### src/rtl/core/tgtq_pkg.sv
// Package for the touch grid tap qualifier: types, codes and fixed constants.
// Used by every module in rtl/core; depends on nothing else.
`default_nettype none

package tgtq_pkg;

    localparam int GRID_COLS     = 3;
    localparam int GRID_ROWS     = 3;
    localparam int CURSOR_MARGIN = 8;

    localparam logic [8:0] CORNER_W = 9'd36;
    localparam logic [8:0] CORNER_H = 9'd18;
    localparam logic [3:0] NO_CELL  = 4'd15;

    // View modes.
    localparam logic [1:0] VIEW_LAUNCHER = 2'd0;
    localparam logic [1:0] VIEW_3D       = 2'd1;
    localparam logic [1:0] VIEW_NOTES    = 2'd2;

    // Per-cell action codes; anything else launches the cell's program.
    localparam logic [1:0] ACT_NOTES = 2'd1;
    localparam logic [1:0] ACT_3D    = 2'd2;

    // Configuration register indexes.
    localparam logic [1:0] CFG_MIN_PRESS = 2'd0;
    localparam logic [1:0] CFG_WINDOW    = 2'd1;
    localparam logic [1:0] CFG_ACTIONS   = 2'd2;

    localparam logic [7:0]  MIN_PRESS_RESET = 8'd2;
    localparam logic [15:0] WINDOW_RESET    = 16'd60;
    localparam logic [17:0] ACTIONS_RESET   = 18'h20100;

    typedef struct packed {
        logic [8:0]  touch_x;
        logic [8:0]  touch_y;
        logic        pressed;
        logic [31:0] now_tick;
    } sample_t;

    typedef struct packed {
        logic [7:0]  min_press_ticks;
        logic [15:0] double_tap_window;
        logic [17:0] cell_actions;
    } cfg_t;

    // Grid lookup for one position: hit flag, cell index and clamped cursor.
    typedef struct packed {
        logic       hit;
        logic [3:0] grid_idx;
        logic [8:0] cursor_x;
        logic [8:0] cursor_y;
    } cell_hit_t;

    typedef struct packed {
        logic [1:0]  view_mode;
        logic [3:0]  selected_cell;
        logic [8:0]  cursor_x;
        logic [8:0]  cursor_y;
        logic        tap_event;
        logic        open_event;
        logic        launch_request;
        logic [31:0] tap_total;
        logic [31:0] open_total;
    } result_t;

endpackage

`default_nettype wire

### src/rtl/core/tgtq_cell_locate.sv
// Maps a touch position to a 3x3 grid cell and a clamped cursor position.
// Pure combinational logic; depends on tgtq_pkg.
`default_nettype none

module tgtq_cell_locate #(
    parameter int PANEL_WIDTH   = 240,
    parameter int REGION_HEIGHT = 168,
    parameter int STATUS_HEIGHT = 14
) (
    input  logic [8:0]           touch_x,
    input  logic [8:0]           touch_y,
    output tgtq_pkg::cell_hit_t  loc
);
    import tgtq_pkg::*;

    localparam int GRID_H = (REGION_HEIGHT > STATUS_HEIGHT) ?
                            (REGION_HEIGHT - STATUS_HEIGHT) : 0;
    localparam int CELL_W = PANEL_WIDTH / GRID_COLS;
    localparam int CELL_H = GRID_H / GRID_ROWS;
    localparam int LIM_X  = (PANEL_WIDTH > CURSOR_MARGIN) ? (PANEL_WIDTH - CURSOR_MARGIN) : 0;
    localparam int LIM_Y  = (GRID_H > CURSOR_MARGIN) ? (GRID_H - CURSOR_MARGIN) : 0;

    localparam logic [9:0] PW_L  = 10'(PANEL_WIDTH);
    localparam logic [9:0] GH_L  = 10'(GRID_H);
    localparam logic [9:0] CW1_L = 10'(CELL_W);
    localparam logic [9:0] CW2_L = 10'(2 * CELL_W);
    localparam logic [9:0] CW3_L = 10'(3 * CELL_W);
    localparam logic [9:0] CH1_L = 10'(CELL_H);
    localparam logic [9:0] CH2_L = 10'(2 * CELL_H);
    localparam logic [9:0] CH3_L = 10'(3 * CELL_H);
    localparam logic [9:0] LX_L  = 10'(LIM_X);
    localparam logic [9:0] LY_L  = 10'(LIM_Y);

    logic [9:0] xe;
    logic [9:0] ye;
    logic [1:0] col;
    logic [1:0] row;
    logic       col_ok;
    logic       row_ok;

    assign xe = {1'b0, touch_x};
    assign ye = {1'b0, touch_y};

    // Constant-divisor column and row search done as three compares each.
    always_comb
    begin
        col    = 2'd0;
        col_ok = 1'b1;
        if (xe < CW1_L)
        begin
            col = 2'd0;
        end
        else if (xe < CW2_L)
        begin
            col = 2'd1;
        end
        else if (xe < CW3_L)
        begin
            col = 2'd2;
        end
        else
        begin
            col_ok = 1'b0;
        end

        row    = 2'd0;
        row_ok = 1'b1;
        if (ye < CH1_L)
        begin
            row = 2'd0;
        end
        else if (ye < CH2_L)
        begin
            row = 2'd1;
        end
        else if (ye < CH3_L)
        begin
            row = 2'd2;
        end
        else
        begin
            row_ok = 1'b0;
        end
    end

    always_comb
    begin
        loc.hit = col_ok && row_ok && (xe < PW_L) && (ye < GH_L) &&
                  (CELL_W != 0) && (CELL_H != 0);
        loc.grid_idx = {1'b0, row, 1'b0} + {2'b00, row} + {2'b00, col};
        loc.cursor_x = (xe < LX_L) ? touch_x : LX_L[8:0];
        loc.cursor_y = (ye < LY_L) ? touch_y : LY_L[8:0];
    end

endmodule

`default_nettype wire

### src/rtl/core/tgtq_tap_state.sv
// Tap and double-tap state: view mode, selection, press timer and counters.
// Computes the result of one sample and updates state on advance; uses tgtq_pkg.
`default_nettype none

module tgtq_tap_state #(
    parameter int PANEL_WIDTH   = 240,
    parameter int REGION_HEIGHT = 168,
    parameter int STATUS_HEIGHT = 14
) (
    input  logic                 clk,
    input  logic                 rst_n,
    input  logic                 advance,
    input  tgtq_pkg::sample_t    sample,
    input  tgtq_pkg::cell_hit_t  loc,
    input  tgtq_pkg::cfg_t       cfg,
    output tgtq_pkg::result_t    result
);
    import tgtq_pkg::*;

    localparam int GRID_H = (REGION_HEIGHT > STATUS_HEIGHT) ?
                            (REGION_HEIGHT - STATUS_HEIGHT) : 0;
    localparam logic [8:0] CUR_X_RESET = 9'((PANEL_WIDTH / GRID_COLS) / 2);
    localparam logic [8:0] CUR_Y_RESET = 9'((GRID_H / GRID_ROWS) / 2);

    logic [1:0]  mode_reg, mode_next;
    logic [3:0]  sel_reg, sel_next;
    logic [8:0]  cur_x_reg, cur_x_next;
    logic [8:0]  cur_y_reg, cur_y_next;
    logic        down_reg, down_next;
    logic [31:0] press_start_reg, press_start_next;
    logic [31:0] prev_time_reg, prev_time_next;
    logic [3:0]  prev_cell_reg, prev_cell_next;
    logic [31:0] taps_reg, taps_next;
    logic [31:0] opens_reg, opens_next;

    logic [31:0] held_ticks;
    logic [31:0] gap_ticks;
    logic [31:0] act_shift;
    logic [1:0]  act;
    logic        tap;
    logic        open;
    logic        launch;

    assign held_ticks = sample.now_tick - press_start_reg;
    assign gap_ticks  = sample.now_tick - prev_time_reg;
    assign act_shift  = {14'd0, cfg.cell_actions} >> {sel_reg, 1'b0};
    assign act        = act_shift[1:0];

    always_comb
    begin
        mode_next        = mode_reg;
        sel_next         = sel_reg;
        cur_x_next       = cur_x_reg;
        cur_y_next       = cur_y_reg;
        down_next        = down_reg;
        press_start_next = press_start_reg;
        prev_time_next   = prev_time_reg;
        prev_cell_next   = prev_cell_reg;
        taps_next        = taps_reg;
        opens_next       = opens_reg;
        tap              = 1'b0;
        open             = 1'b0;
        launch           = 1'b0;

        if (mode_reg != VIEW_LAUNCHER)
        begin
            // Only a press in the top-left corner does anything here.
            if (sample.pressed && (sample.touch_x < CORNER_W) && (sample.touch_y < CORNER_H))
            begin
                mode_next = VIEW_LAUNCHER;
            end
        end
        else if (sample.pressed)
        begin
            if (!down_reg)
            begin
                press_start_next = sample.now_tick;
                if (loc.hit)
                begin
                    sel_next   = loc.grid_idx;
                    cur_x_next = loc.cursor_x;
                    cur_y_next = loc.cursor_y;
                end
            end
            down_next = 1'b1;
        end
        else if (down_reg)
        begin
            down_next = 1'b0;
            if (held_ticks >= {24'd0, cfg.min_press_ticks})
            begin
                tap       = 1'b1;
                taps_next = taps_reg + 32'd1;
                if ((prev_cell_reg == sel_reg) && (gap_ticks < {16'd0, cfg.double_tap_window}))
                begin
                    open       = 1'b1;
                    opens_next = opens_reg + 32'd1;
                    case (act)
                        ACT_NOTES: mode_next = VIEW_NOTES;
                        ACT_3D:    mode_next = VIEW_3D;
                        default:   launch    = 1'b1;
                    endcase
                    prev_cell_next = NO_CELL;
                    prev_time_next = 32'd0;
                end
                else
                begin
                    prev_cell_next = sel_reg;
                    prev_time_next = sample.now_tick;
                end
            end
        end
    end

    always_ff @(posedge clk or negedge rst_n)
    begin
        if (!rst_n)
        begin
            mode_reg        <= VIEW_LAUNCHER;
            sel_reg         <= 4'd0;
            cur_x_reg       <= CUR_X_RESET;
            cur_y_reg       <= CUR_Y_RESET;
            down_reg        <= 1'b0;
            press_start_reg <= 32'd0;
            prev_time_reg   <= 32'd0;
            prev_cell_reg   <= NO_CELL;
            taps_reg        <= 32'd0;
            opens_reg       <= 32'd0;
        end
        else if (advance)
        begin
            mode_reg        <= mode_next;
            sel_reg         <= sel_next;
            cur_x_reg       <= cur_x_next;
            cur_y_reg       <= cur_y_next;
            down_reg        <= down_next;
            press_start_reg <= press_start_next;
            prev_time_reg   <= prev_time_next;
            prev_cell_reg   <= prev_cell_next;
            taps_reg        <= taps_next;
            opens_reg       <= opens_next;
        end
    end

    always_comb
    begin
        result.view_mode      = mode_next;
        result.selected_cell  = sel_next;
        result.cursor_x       = cur_x_next;
        result.cursor_y       = cur_y_next;
        result.tap_event      = tap;
        result.open_event     = open;
        result.launch_request = launch;
        result.tap_total      = taps_next;
        result.open_total     = opens_next;
    end

endmodule

`default_nettype wire

### src/rtl/core/touch_grid_tap_qualifier.sv
// Top level of the touch grid tap qualifier: stream ports, configuration
// registers, input and result registers. Uses tgtq_pkg, tgtq_cell_locate, tgtq_tap_state.
`default_nettype none

// Touch grid tap qualifier. Each accepted touch sample produces exactly one
// result transaction carrying the view mode, selection, cursor, tap/open/launch
// events and running tap and open counts after that sample. The block takes
// one sample per clock cycle in steady state while the master side does not
// stall: a sample sits in the input register; as it leaves, the tap state is
// updated and the result is loaded into the output register, which offers it
// on the master side. The state update (press timer compare, double-tap window
// compare, mode and counter update) sets that rate. Backpressure on the master
// side holds the result register and, once the input register is also full,
// drops s_axis_tready; a new sample is still taken while a finished result
// waits if the input register is empty or that result leaves in the same
// cycle. Configuration writes are always accepted (cfg_ready is tied high)
// and should only be issued while no sample is in flight. Grid geometry
// follows from PANEL_WIDTH, REGION_HEIGHT and STATUS_HEIGHT.
module touch_grid_tap_qualifier #(
    parameter int PANEL_WIDTH   = 240,
    parameter int REGION_HEIGHT = 168,
    parameter int STATUS_HEIGHT = 14
) (
    input  logic        clk,
    input  logic        rst_n,

    // Sample input.
    input  logic        s_axis_tvalid,
    output logic        s_axis_tready,
    input  logic [55:0] s_axis_tdata,   // touch_x[8:0], touch_y[17:9], now_tick[49:18], zero pad
    input  logic        s_axis_tuser,   // pressed

    // Result output.
    output logic        m_axis_tvalid,
    input  logic        m_axis_tready,
    output logic [95:0] m_axis_tdata,   // view_mode[1:0], selected_cell[5:2], cursor_x[14:6],
                                        // cursor_y[23:15], tap_event[24], open_event[25],
                                        // launch_request[26], tap_total[58:27],
                                        // open_total[90:59], zero pad

    // Configuration writes.
    input  logic        cfg_valid,
    output logic        cfg_ready,
    input  logic [1:0]  cfg_index,
    input  logic [17:0] cfg_data
);
    import tgtq_pkg::*;

    sample_t   in_data_reg;
    logic      in_valid_reg;
    result_t   out_data_reg;
    logic      out_valid_reg;
    cfg_t      cfg_reg;
    cell_hit_t loc;
    result_t   result;
    logic      advance;
    logic      in_take;

    // A sample is processed when the result register is free or draining.
    assign advance       = in_valid_reg && (!out_valid_reg || m_axis_tready);
    assign s_axis_tready = !in_valid_reg || advance;
    assign in_take       = s_axis_tvalid && s_axis_tready;
    assign cfg_ready     = 1'b1;

    always_ff @(posedge clk or negedge rst_n)
    begin
        if (!rst_n)
        begin
            in_valid_reg <= 1'b0;
        end
        else if (in_take)
        begin
            in_valid_reg <= 1'b1;
        end
        else if (advance)
        begin
            in_valid_reg <= 1'b0;
        end
    end

    always_ff @(posedge clk)
    begin
        if (in_take)
        begin
            in_data_reg.touch_x  <= s_axis_tdata[8:0];
            in_data_reg.touch_y  <= s_axis_tdata[17:9];
            in_data_reg.now_tick <= s_axis_tdata[49:18];
            in_data_reg.pressed  <= s_axis_tuser;
        end
    end

    // Configuration registers; an index beyond the list is ignored.
    always_ff @(posedge clk or negedge rst_n)
    begin
        if (!rst_n)
        begin
            cfg_reg.min_press_ticks   <= MIN_PRESS_RESET;
            cfg_reg.double_tap_window <= WINDOW_RESET;
            cfg_reg.cell_actions      <= ACTIONS_RESET;
        end
        else if (cfg_valid && cfg_ready)
        begin
            case (cfg_index)
                CFG_MIN_PRESS: cfg_reg.min_press_ticks   <= cfg_data[7:0];
                CFG_WINDOW:    cfg_reg.double_tap_window <= cfg_data[15:0];
                CFG_ACTIONS:   cfg_reg.cell_actions      <= cfg_data;
                default:       cfg_reg                   <= cfg_reg;
            endcase
        end
    end

    tgtq_cell_locate #(
        .PANEL_WIDTH   (PANEL_WIDTH),
        .REGION_HEIGHT (REGION_HEIGHT),
        .STATUS_HEIGHT (STATUS_HEIGHT)
    ) u_locate (
        .touch_x (in_data_reg.touch_x),
        .touch_y (in_data_reg.touch_y),
        .loc     (loc)
    );

    tgtq_tap_state #(
        .PANEL_WIDTH   (PANEL_WIDTH),
        .REGION_HEIGHT (REGION_HEIGHT),
        .STATUS_HEIGHT (STATUS_HEIGHT)
    ) u_state (
        .clk     (clk),
        .rst_n   (rst_n),
        .advance (advance),
        .sample  (in_data_reg),
        .loc     (loc),
        .cfg     (cfg_reg),
        .result  (result)
    );

    always_ff @(posedge clk or negedge rst_n)
    begin
        if (!rst_n)
        begin
            out_valid_reg <= 1'b0;
        end
        else if (advance)
        begin
            out_valid_reg <= 1'b1;
        end
        else if (m_axis_tready)
        begin
            out_valid_reg <= 1'b0;
        end
    end

    always_ff @(posedge clk)
    begin
        if (advance)
        begin
            out_data_reg <= result;
        end
    end

    assign m_axis_tvalid = out_valid_reg;
    assign m_axis_tdata  = {5'd0,
                            out_data_reg.open_total,
                            out_data_reg.tap_total,
                            out_data_reg.launch_request,
                            out_data_reg.open_event,
                            out_data_reg.tap_event,
                            out_data_reg.cursor_y,
                            out_data_reg.cursor_x,
                            out_data_reg.selected_cell,
                            out_data_reg.view_mode};

endmodule

`default_nettype wire

### config.mk
export PLATFORM = sky130hd
export DESIGN_NAME = touch_grid_tap_qualifier
export DESIGN_NICKNAME = d
export VERILOG_FILES = /design/src/rtl/core/tgtq_pkg.sv /design/src/rtl/core/tgtq_cell_locate.sv /design/src/rtl/core/tgtq_tap_state.sv /design/src/rtl/core/touch_grid_tap_qualifier.sv
export SDC_FILE = /design/constraint.sdc
export NUM_CORES = 1
export LEC_CHECK = 0
export ABC_AREA = 1
export BUFFER_PORTS_ARGS = -buffer_cell sky130_fd_sc_hd__buf_4
export CORE_MARGIN = 2
export CORE_UTILIZATION = 45
export CTS_CLUSTER_SIZE = 24
export DETAILED_ROUTE_END_ITERATION = 16
export SETUP_SLACK_MARGIN = 0.3
export SYNTH_ARGS = -nofsm -noshare
export SYNTH_HDL_FRONTEND = slang
export SYNTH_SLANG_ARGS = --single-unit
### constraint.sdc
create_clock -name clk -period 4.1 [get_ports clk]
set_clock_uncertainty 0.15 [all_clocks]
set_input_delay 0.205 -clock clk [delete_from_list [all_inputs] [get_ports clk]]
set_output_delay 0.205 -clock clk [all_outputs]
set_load 0.02 [all_outputs]
Word level (Yosys, flattened, before mapping)
Index checks and enable logic that the tools add are counted.
{"block": "totals", "wordCells": 136, "out_inout_bits": 99, "regBits": 343}
{"block": "op_classes", "n_shift": 1, "n_lt_le_gt_ge": 13, "bitwise_logic": 5, "muxes": 52, "n_reduce_logical": 26, "n_addsub": 6, "n_eq_ne": 5}
{"operator": "2-to-1 mux 32 bit", "count": 10}
{"operator": "2-to-1 mux 9 bit", "count": 10}
{"operator": "adder 32 x 1 -> 32 bit, second input constant", "count": 2}
{"operator": "subtractor 32 bit", "count": 2}
{"operator": "less-than comparator 9 x 8 -> 1 bit, second input constant", "count": 6}
{"operator": ">= comparator 32 x 8 -> 1 bit", "count": 1}
{"operator": "less-than comparator 32 x 16 -> 1 bit", "count": 1}
{"operator": "2-to-1 mux 2 bit", "count": 12}
{"operator": "2-to-1 mux 4 bit", "count": 5}
{"operator": "less-than comparator 9 x 6 -> 1 bit, second input constant", "count": 2}
{"operator": "less-than comparator 9 x 7 -> 1 bit, second input constant", "count": 2}
{"operator": ">> shifter 18 x 5 -> 2 bit", "count": 1}
{"operator": "2-to-1 mux 1 bit", "count": 14}
{"operator": "less-than comparator 9 x 5 -> 1 bit, second input constant", "count": 1}
{"operator": "logical AND 1 bit", "count": 8}
{"operator": "AND reduction 2 bit", "count": 4}
{"operator": "nonzero test 2 bit", "count": 3}
{"operator": "NOT 1 bit", "count": 5}
{"operator": "AND reduction 5 bit", "count": 1}
{"operator": "OR reduction 5 bit", "count": 1}
{"operator": "adder 3 x 2 -> 4 bit", "count": 1}
{"operator": "adder 4 x 2 -> 4 bit", "count": 1}
{"operator": "equality test 2 x 1 -> 1 bit, second input constant", "count": 2}
{"operator": "equality test 2 bit, second input constant", "count": 2}
{"operator": "other kinds (9)", "count": 11}

Logic depth before layout (Yosys ltp)
Gate-level depths: netlist of the first run.
{"block": "logic_depth", "word_depth": 11, "ltp_mapped": 30}

Modules after synthesis
A second synthesis of the first run with hierarchy kept.
{"block": "hier_totals", "cells_unflattened": 3034, "hier_area_um2": 22052.4}
{"mod": "tgtq_tap_state", "cells_per_inst": 2599, "n_inst": 1, "seq_area_each_um2": 3940.0, "area_each_um2": 15353.5}
{"mod": "touch_grid_tap_qualifier", "cells_per_inst": 348, "n_inst": 1, "seq_area_each_um2": 5373.9, "area_each_um2": 6241.0}
{"mod": "tgtq_cell_locate", "cells_per_inst": 87, "n_inst": 1, "seq_area_each_um2": 0.0, "area_each_um2": 457.9}

Least setup slack after synthesis of the first run
OpenSTA, ideal clock, no wires.
{"block": "synth_timing", "kind": "register to register", "start": "reg in_data_reg[0] (netlist name)", "end": "reg out_data_reg, in the netlist m_axis_tdata[38], data pin", "setup_ps": 255, "required_ps": 3695, "arrival_time_ps": 3271, "n_path_buf": 1, "synth_period_minus_slack_ps": 3676, "stages_incl_launch_ff": 28, "setup_slack_ps": 424, "cell_sequence": "edfxtp_1 -> inv_1 -> ha_1 -> inv_1 -> fa_1 -> nand3_1 -> nand3_2 -> nand2_1 -> nand2_1 -> xor2_1 -> ha_1 -> nand2_1 -> nor2_1 -> and2_1 -> nor2_1 -> nand2_1 -> nor2_1 -> nand2_1 -> nor2_1 -> nand4_1 -> nor2_2 -> nand3_4 -> nand2_8 -> buf_6 -> nor2_1 -> nand2_1 -> nand2_1 -> and2_1"}
{"element": "from (decl)", "line": "touch_grid_tap_qualifier.sv:49", "rtl": "sample_t in_data_reg;"}
{"element": "to (signal assigned)", "line": "touch_grid_tap_qualifier.sv:156", "rtl": "out_data_reg <= result;"}
{"element": "to (decl)", "line": "touch_grid_tap_qualifier.sv:51", "rtl": "result_t out_data_reg;"}

==> impl_summary.md, run 1 <==
Timing
The maximum clock frequency is 0.250 GHz. Setup violations remaining at the end of the flow were counted as 0. The count of final hold-check violations is 0. The measured slew at the worst slew-check pin is 1090 ps. The ratio of final minimum period to clock period is 0.976. The number of max-slew violations in the final report is 0. Setup repair after global routing could not meet its margin everywhere. For the final routed database, the setup TNS stands at 0 ps.

Counting I/O delays and the setup requirement, the final critical path takes 4000 ps. The remaining max-slew budget at the tightest pin is 0.273.

Worst setup path
STA puts the critical path data required time at 4270 ps. The critical path launch point type is a flop. The largest fanout on the critical path is 8. The startpoint-to-endpoint class of the critical path is reg -> reg. Across all register-to-register paths, the minimum setup slack is 100 ps. The most common cell type on the critical path is sky130_fd_sc_hd__nand2_2. The kind of end point of the critical path is a flop. For the worst setup path, the data arrival time is 4180 ps. The largest single stage delay on the critical path is ~460 ps. The largest individual stage delay along the critical path comes from the cell sky130_fd_sc_hd__edfxtp_1.

CTS
Clock tree synthesis inserted a total of 41 buffers. The source-to-sink clock delay at the later pin of the worst-skew pair is between 500 and 600 ps. The clock input transition at the sequential cells of the worst setup and hold paths is 60 ps. The maximum root-to-sink buffer count is 3. The CTS tree is built. In this run the clock root is driven by a sky130_fd_sc_hd__clkbuf_16.

The number of clock sinks seen by CTS is 343. In this run the number of H-tree levels came out at 2.

Synth
The number of warnings reported in the yosys synthesis log is 0. The complex-gate fraction of the synthesized area is 0.0698. The mean instance size in the synthesized netlist is 7.48 um^2.

Of the total synthesized cell area, the portion taken by AND, OR, NAND and NOR gates is 0.309. The share of the Yosys chip area taken by registers is 0.439. Of the total synthesized cell area, the portion taken by full adders, half adders and majority gates is 0.0574. The post-synthesis share of cell area spent on xor and xnor gates is 0.00990. Summing every instance area after synthesis gives 21200 um^2. In this run, synthesis produced a sequential element count of 343. In the synthesized netlist the dominant register cell turns out to be sky130_fd_sc_hd__dfrtp_1. The synthesized instance count is 2837. The netlist uses 57 different library cells. The multiplexer fraction of the synthesized cell area is 0.000530. The async set or reset register ratio after synthesis is 0.586. By area, the combinational part of the netlist is dominated by simple AND/OR/NAND/NOR gates. The synthesized design contains around 140 enable-type register cells.

Power
IR analysis of the VDD net gives a maximum drop of ~530 uV. The share of total power in the clock network is 0.207. Summed over all nets, the switching power comes to around 7300 uW. The reported leakage power is around 0.014 uW. The internal power is 10100 uW. Of the total power, the share spent switching nets is 0.418. The sequential fraction of design power is 0.285. The combinational share of power is 0.509. The ratio of total power to cell area is around 630 nW/um^2.

Layout
The library cell used most frequently in the layout, excluding fill and tap cells, is sky130_fd_sc_hd__nand2_1. The number of nets in the final layout is 3403. The top cell types in the final layout, fill and taps aside, are 853 x sky130_fd_sc_hd__nand2_1, 514 x sky130_fd_sc_hd__inv_1, 274 x sky130_fd_sc_hd__buf_4. The number of antenna diodes in the final layout is 0. The number of flip-flops in the largest register is 91. The proportion of layout cells with a drive suffix above 1 is 0.232. The number of fillers in the final layout is 4163.

Once layout is complete, the cells apart from fillers number between 3000 and 4000. The utilization after layout is 0.597. The layout overhead on the synthesized area is 31.0%. Summing all non-filler instances in the final layout gives an area of 27800 um^2.

Min path
The worst hold path class is in -> async.

Floorplan
The floorplan step set the die height to ~220 um. In this run the core area contains 79 standard-cell rows. The floorplan die area is 48900 um^2. The core region is 46600 um^2. For this configuration, the core starts out at a cell density of 0.456. In this run the count of I/O pins placed on the die edge is 181.

The die is 221 um wide.

Placement
The number of buffer cells added on primary ports is 168. The total half-perimeter wirelength after legalization and detailed placement is 43600 um. The number of placed instances, taps included, is 3641. The global placement routability congestion is 0.904. The placed instance area is between 20000 and 25000 um^2.

Global route
Entering global routing, the biggest net connects 110 pins. The global router's overall resource usage is 0.250. The total overflow reported by the global router is 0.

The number of antenna violations at the first check in global routing is 0. The global-route wire length before repair is 98300 um. The via count of the first global-routing pass is 19100.

Outcome
The run finished with clean final reports.

Routing
Dividing the detail-routed wire length by the instance count gives between 15 and 20 um. The overall routed net length is approximately 63000 um. The pre-antenna-repair detailed-routing pass consisted of 6 iterations. The count of unresolved DRC violations after routing is 0. The ratio of routed vias to standard cells is between 5 and 6.

The total vias in the final route is about 19000. Once detail routing completed, the nets flagged for antenna violations numbered 0. The first-iteration detailed-routing DRC count is 1109.

Job
The tool flagged a number of max-cap violations equal to 0.
[what timing repair did]
action / in CTS / in global routing
hold buffers: 74 / 0
endpoints found under the hold margin: 178 / 0
gates resized for setup: 92 / 250
endpoints found under the setup margin: 171 / 171
buffers inserted: 28 / 28
cloned: 13 / 6
pin swaps: 26 / 98
[kinds of logic after synthesis]
logic type / after synthesis
mux: 1
compound gates: 282
buf+inv: 599
other cells: 2
simple gates: 1491
xor+xnor: 24
fa+ha+maj: 95
flops: 343
[area by class of cell]
cell class	instances	area (um^2)	share of cell area
sequential	343	9310	0.335
clock inverter	13	131	0.00473
multi-input combinational	1908	10700	0.387
inverter	537	2040	0.0732
tap	607	759	0.0273
timing repair buffer	395	3610	0.130
clock buffer	63	1200	0.0432
[path summary, 6_finish.rpt]
| check | to | cells past startpoint | from |
|---|---|---|---|
| setup / recovery | m_axis_tdata[61] | 28 | in_data_reg[3] |
| hold / removal | u_state.taps_reg[21] | 2 | rst_n |
| setup reg to reg | m_axis_tdata[61] | 28 | in_data_reg[3] |
| hold reg to reg | u_state.cur_x_reg[8] | 2 | u_state.cur_x_reg[8] |
| max in group asynchronous | u_state.opens_reg[15] | 3 | rst_n |
| min in group clk | cfg_reg[35] | 3 | cfg_valid |
[worst max-delay path, delay by kind of cell, from the launching register on]
family          cells  cell delay, ps
simple gates       19            1720
fa+ha+maj           2             600
xor+xnor            1             140
compound gates      1              60
buf+inv             5             600
flops               1             460
[power by group through the flow]
| stage | sequential [uW] | combinational, uW | clock (uW) |
|---|---|---|---|
| after CTS | 4930 | 8150 | 3700 |
| final | 4950 | 8850 | 3600 |
| after floorplan | 5050 | 5010 | 0 |
| after detailed placement | 4980 | 7530 | 0 |
| after global placement | 4960 | 7410 | 0 |
| after global routing | 5040 | 9910 | 3810 |
[metal layers]
| metal | vias to the layer above | part of all wire | GRT usage |
|---|---|---|---|
| li1 | 9694 | - | - |
| met1 | 9196 | 0.42 | 0.302 |
| met2 | 410 | 0.51 | 0.454 |
| met3 | 137 | 0.034 | 0.0284 |
| met4 | 0 | 0.041 | 0.0981 |
| met5 | - | 0 | 0 |
[synthesized netlist by cell type (7+ instances only)]
cell type / n / area, um^2
sky130_fd_sc_hd__nand2_1: 938 / 3520
sky130_fd_sc_hd__inv_1: 526 / 1970
sky130_fd_sc_hd__nand3_1: 187 / 936
sky130_fd_sc_hd__dfrtp_1: 185 / 4630
sky130_fd_sc_hd__nor2_1: 157 / 589
sky130_fd_sc_hd__o21ai_0: 155 / 776
sky130_fd_sc_hd__edfxtp_1: 142 / 4260
sky130_fd_sc_hd__ha_1: 91 / 1140
sky130_fd_sc_hd__a21oi_1: 54 / 270
sky130_fd_sc_hd__o21ai_1: 38 / 190
sky130_fd_sc_hd__nand4_1: 35 / 219
sky130_fd_sc_hd__nor2_2: 32 / 200
sky130_fd_sc_hd__clkbuf_1: 26 / 97.6
sky130_fd_sc_hd__nand2_2: 25 / 156
sky130_fd_sc_hd__nor3_1: 25 / 125
sky130_fd_sc_hd__and2_1: 23 / 144
sky130_fd_sc_hd__xor2_1: 21 / 184
sky130_fd_sc_hd__nand3_2: 17 / 170
sky130_fd_sc_hd__o22ai_1: 17 / 106
sky130_fd_sc_hd__buf_6: 16 / 180
sky130_fd_sc_hd__dfstp_2: 16 / 420
sky130_fd_sc_hd__buf_2: 12 / 60.1
sky130_fd_sc_hd__nand3b_1: 12 / 90.1
sky130_fd_sc_hd__nor4_1: 10 / 62.6
sky130_fd_sc_hd__inv_2: 9 / 33.8
sky130_fd_sc_hd__nor3_2: 9 / 90.1
sky130_fd_sc_hd__buf_4: 7 / 52.6
[through the flow]
stage	hold slack, ps	setup slack, ps	power, uW
6_report	109	97.4	17400
5_1_grt	156	-128	18800
3_3_place_gp	190	-32.7	12400
3_5_place_dp	184	-138	12500
2_1_floorplan	-241	424	10100
4_1_cts	108	133	16800
Note: power is estimated with default switching activity, not from simulation.
==> run 2, diff against run 1 <==
--- a/config.mk
+++ b/config.mk
@@ -7,7 +7,7 @@
 export LEC_CHECK = 0
 export ABC_AREA = 1
 export BUFFER_PORTS_ARGS = -buffer_cell sky130_fd_sc_hd__buf_4
-export CORE_MARGIN = 2
+export CORE_MARGIN = 5
 export CORE_UTILIZATION = 45
 export CTS_CLUSTER_SIZE = 24
 export DETAILED_ROUTE_END_ITERATION = 16
==> constraint.sdc (replaced) <==
create_clock -name clk -period 4.1 [get_ports clk]
set_clock_uncertainty 0.15 [all_clocks]
set_input_delay 0.41 -clock clk [delete_from_list [all_inputs] [get_ports clk]]
set_output_delay 0.41 -clock clk [all_outputs]
set_load 0.02 [all_outputs]
==> run 2 against run 1 <==
  * Flip-flop and latch count did not move
  * Cell count is 0.18% lower
  * Setup slack worse by 79 ps
  * Non-clock buffer count fell by 1
  * Final area decreased by 1.6%
  * Global-route usage is 1.7 points lower
  * Count of clock-buffer cells in the layout fell by 11
  * Critical path depth shrank 4
  * Critical path type unchanged
  * Critical endpoint is now u_state.prev_time_reg[4]
  * Largest cell class unchanged
==> impl_summary.md, run 2 (synthesis results as in run 1) <==
Routing
The first-pass iteration count of the detailed router is 5 (was 6). The total vias in the final route is 19300 (was 19400). The ratio of routed vias to standard cells came to 5.00 (was 5.03).

The count of unresolved DRC violations after routing was 0 (unchanged). The overall routed net length is 61800 um (was 62800 um). The final antenna-violating net count is 0 (unchanged). The average wire per cell in the routed design is 16.0 um (was 16.2 um). The first-iteration detailed-routing DRC count was 1317 (was 1109).

Timing
The number of max-slew violations in the final report is 0 (unchanged). The measured slew at the worst slew-check pin is 1150 ps (was 1090 ps). The maximum clock frequency is 0.245 GHz (was 0.250 GHz). The final setup violation count is 0 (unchanged). The count of final hold-check violations is 0 (unchanged). The hold slack came to 30.0 ps (was 109 ps). The ratio of final minimum period to clock period was 0.996 (was 0.976). RSZ-0062 raised after global routing: yes (unchanged). The remaining max-slew budget at the tightest pin is 0.232 (was 0.273).

The shortest period the worst path allows is 4080 ps (was 4000 ps). The final worst slack is 18.3 ps (was 97.4 ps).

Placement
The global placement routability congestion is 0.921 (was 0.904). The number of buffer cells added on primary ports came to 168 (unchanged). The placed instance area is 23800 um^2 (was 23600 um^2).

The total half-perimeter wirelength after legalization and detailed placement is 44200 um (was 43600 um). The cell total after placement is 3671 (was 3641). The setup slack after placement is -147 ps (was -138 ps).

Min path
The worst hold path class is in -> reg (was in -> async). The startpoint of the lowest-slack hold path is cfg_data[3]. The number of cells traversed by the worst hold path is 3. For hold timing, the worst endpoint is cfg_reg[21].

Power
The ratio of total power to cell area is 637 nW/um^2 (was 626 nW/um^2). The combinational share of power was 0.499 (was 0.509). The share of total power in the clock network is 0.219 (was 0.207).

The power spent charging and discharging nets is 7150 uW (was 7280 uW). The switching power share of the total is 0.411 (was 0.418). The reported leakage power is 0.0135 uW (was 0.0136 uW). The sequential fraction of design power was 0.282 (was 0.285). The largest vdd supply drop came to 461 uV (was 527 uV). The internal power came to 10300 uW (was 10100 uW).

CTS
The CTS tree is built (unchanged). The clock root buffer is sky130_fd_sc_hd__clkbuf_16 (unchanged). The maximum root-to-sink buffer count is 3 (unchanged). The number of clock sinks seen by CTS was 343 (unchanged). The source-to-sink clock delay at the later pin of the worst-skew pair is 580 ps (about the same). The clock buffer count from CTS is 40 (was 41). The number of levels in the clock H-tree was 2 (unchanged). The clock input transition at the sequential cells of the worst setup and hold paths was 60 ps (about the same).

Layout
Most used cells in the layout excluding fill and tap cells: 876 x sky130_fd_sc_hd__nand2_1, 517 x sky130_fd_sc_hd__inv_1, 284 x sky130_fd_sc_hd__buf_4 (was 853 x sky130_fd_sc_hd__nand2_1, 514 x sky130_fd_sc_hd__inv_1, 274 x sky130_fd_sc_hd__buf_4). The number of antenna diodes is 0 (unchanged). The finished layout cell area is 27300 um^2 (was 27800 um^2).

The number of flip-flops in the largest register came to 91 (unchanged). The final cell count without fillers is 3859 (was 3866). The number of nets in the final layout is 3398 (was 3403). The utilization after layout is 0.586 (was 0.597). The proportion of layout cells with a drive suffix above 1 was 0.208 (was 0.232).

The leading cell type in the layout, fill and taps excluded is sky130_fd_sc_hd__nand2_1 (unchanged). The layout overhead on the synthesized area is 28.8% (was 31.0%).

Floorplan
The standard-cell row count came to 79 (unchanged). The initial standard-cell utilization of the core came to 0.455 (was 0.456). The number of primary I/O pins is 181 (unchanged). The floorplan die area came to 51600 um^2 (was 48900 um^2). The core area was 46700 um^2 (was 46600 um^2).

The vertical extent of the die is 227 um (was 221 um). The x dimension of the die came to 227 um (was 221 um).

Global route
The number of antenna violations at the first check in global routing is 1 (was 0). The via count of the first global-routing pass came to 18600 (was 19100). The global-route wire length before repair is 97100 um (was 98300 um). The global router's overall resource usage is 0.233 (was 0.250). The total overflow reported by the global router is 0 (unchanged).

The maximum number of pins on one net before global-route repair came to 102 (was 110).

Worst setup path
The startpoint-to-endpoint class of the critical path is reg -> reg (unchanged). The worst reg2reg path depth is 24 (was 28). The critical path required time is 4410 ps (was 4270 ps). The critical path launch point type was a flop (unchanged). The endpoint arrival time on the critical path is 4390 ps (was 4180 ps). The largest fanout on the critical path is 7 (was 8). The kind of end point of the critical path is a flop (unchanged). The worst flop-to-flop path startpoint was in_data_reg[3] (unchanged). The endpoint of the worst register-to-register path is u_state.prev_time_reg[4] (was m_axis_tdata[61]). The internal reg-to-reg setup slack was 20 ps (was 100 ps).

Outcome
Result of the run: finished, final reports clean (unchanged).

Job
The number of maximum-capacitance constraint violations is 0 (unchanged).
run 2: timing repair:
item                                   CTS  global route
endpoints found under the hold margin  160             0
gates cloned                             7             2
gates resized for setup                116           101
hold buffers                            67             0
setup buffers                           28            11
setup endpoints to repair              171           171
pin swaps                               60            53
run 2: layout make-up:
type                       instances  area [um^2]
timing repair buffer             394         3490
clock buffer                      52         1150
inverter                         537         2030
clock inverter                    21          269
fill                            4227        19300
tap                              607          759
sequential                       343         9310
multi-input combinational       1905        10300
run 2: through the flow:
step / power (uW) / setup TNS [ps]
2_1_floorplan: 10100 / 0
3_5_place_dp: 12600 / -6810
6_report: 17400 / 0
4_1_cts: 17100 / 0
5_1_grt: 18800 / -15230
3_3_place_gp: 12400 / -491
run 2: worst max-delay path: stages, from the launching register on:
cell and delay [ps]:
sky130_fd_sc_hd__edfxtp_1 540, sky130_fd_sc_hd__ha_4 360, sky130_fd_sc_hd__nand2_1 90, sky130_fd_sc_hd__nor2_1 110, sky130_fd_sc_hd__nand3_1 80, sky130_fd_sc_hd__nand2_1 100, sky130_fd_sc_hd__xor2_1 210, sky130_fd_sc_hd__ha_1 300
sky130_fd_sc_hd__a21oi_1 160, sky130_fd_sc_hd__o21ai_0 100, sky130_fd_sc_hd__nor2_1 110, sky130_fd_sc_hd__nand2_1 110, sky130_fd_sc_hd__nor2_2 140, sky130_fd_sc_hd__nand2_1 60, sky130_fd_sc_hd__nor2_1 110, sky130_fd_sc_hd__nand4_1 120
sky130_fd_sc_hd__nor2_2 140, sky130_fd_sc_hd__nand3_4 150, sky130_fd_sc_hd__nand2_8 140, sky130_fd_sc_hd__inv_4 70, sky130_fd_sc_hd__nand2_8 140, sky130_fd_sc_hd__nor2_4 100, sky130_fd_sc_hd__buf_12 210, sky130_fd_sc_hd__nand3_1 60
sky130_fd_sc_hd__o21ai_1 60
run 2: how the worst max path moves through the flow:
stage	depth (start not counted)	slack, ps	startpoint	to
2_1_floorplan	27	420	in_data_reg[0]	m_axis_tdata[38]
3_3_place_gp	25	-40	in_data_reg[1]	u_state.prev_cell_reg[0]
3_5_place_dp	27	-150	in_data_reg[0]	u_state.prev_cell_reg[2]
4_1_cts	28	60	in_data_reg[0]	m_axis_tdata[88]
5_1_grt	24	-170	in_data_reg[3]	m_axis_tdata[88]
6_report	24	20	in_data_reg[3]	u_state.prev_time_reg[4]
run 2: layer usage:
layer  wire length [um]  part of all wire  vias to the layer above  global-route usage
li1                   -                 -                     9705                   -
met1              27200              0.44                     9040               0.312
met2              29900              0.48                      432               0.397
met3               2930             0.047                      116              0.0358
met4               1760             0.028                        0              0.0669
met5                  0                 0                        -                   0
run 2: power groups by stage:
| stage | Combinational (uW) | Clock (uW) | Sequential (uW) |
|---|---|---|---|
| 6_report | 8680 | 3820 | 4910 |
| 5_1_grt | 9730 | 4060 | 4990 |
| 4_1_cts | 8290 | 3920 | 4910 |
| 3_5_place_dp | 7640 | 0 | 4960 |
| 3_3_place_gp | 7510 | 0 | 4930 |
| 2_1_floorplan | 5010 | 0 | 5050 |
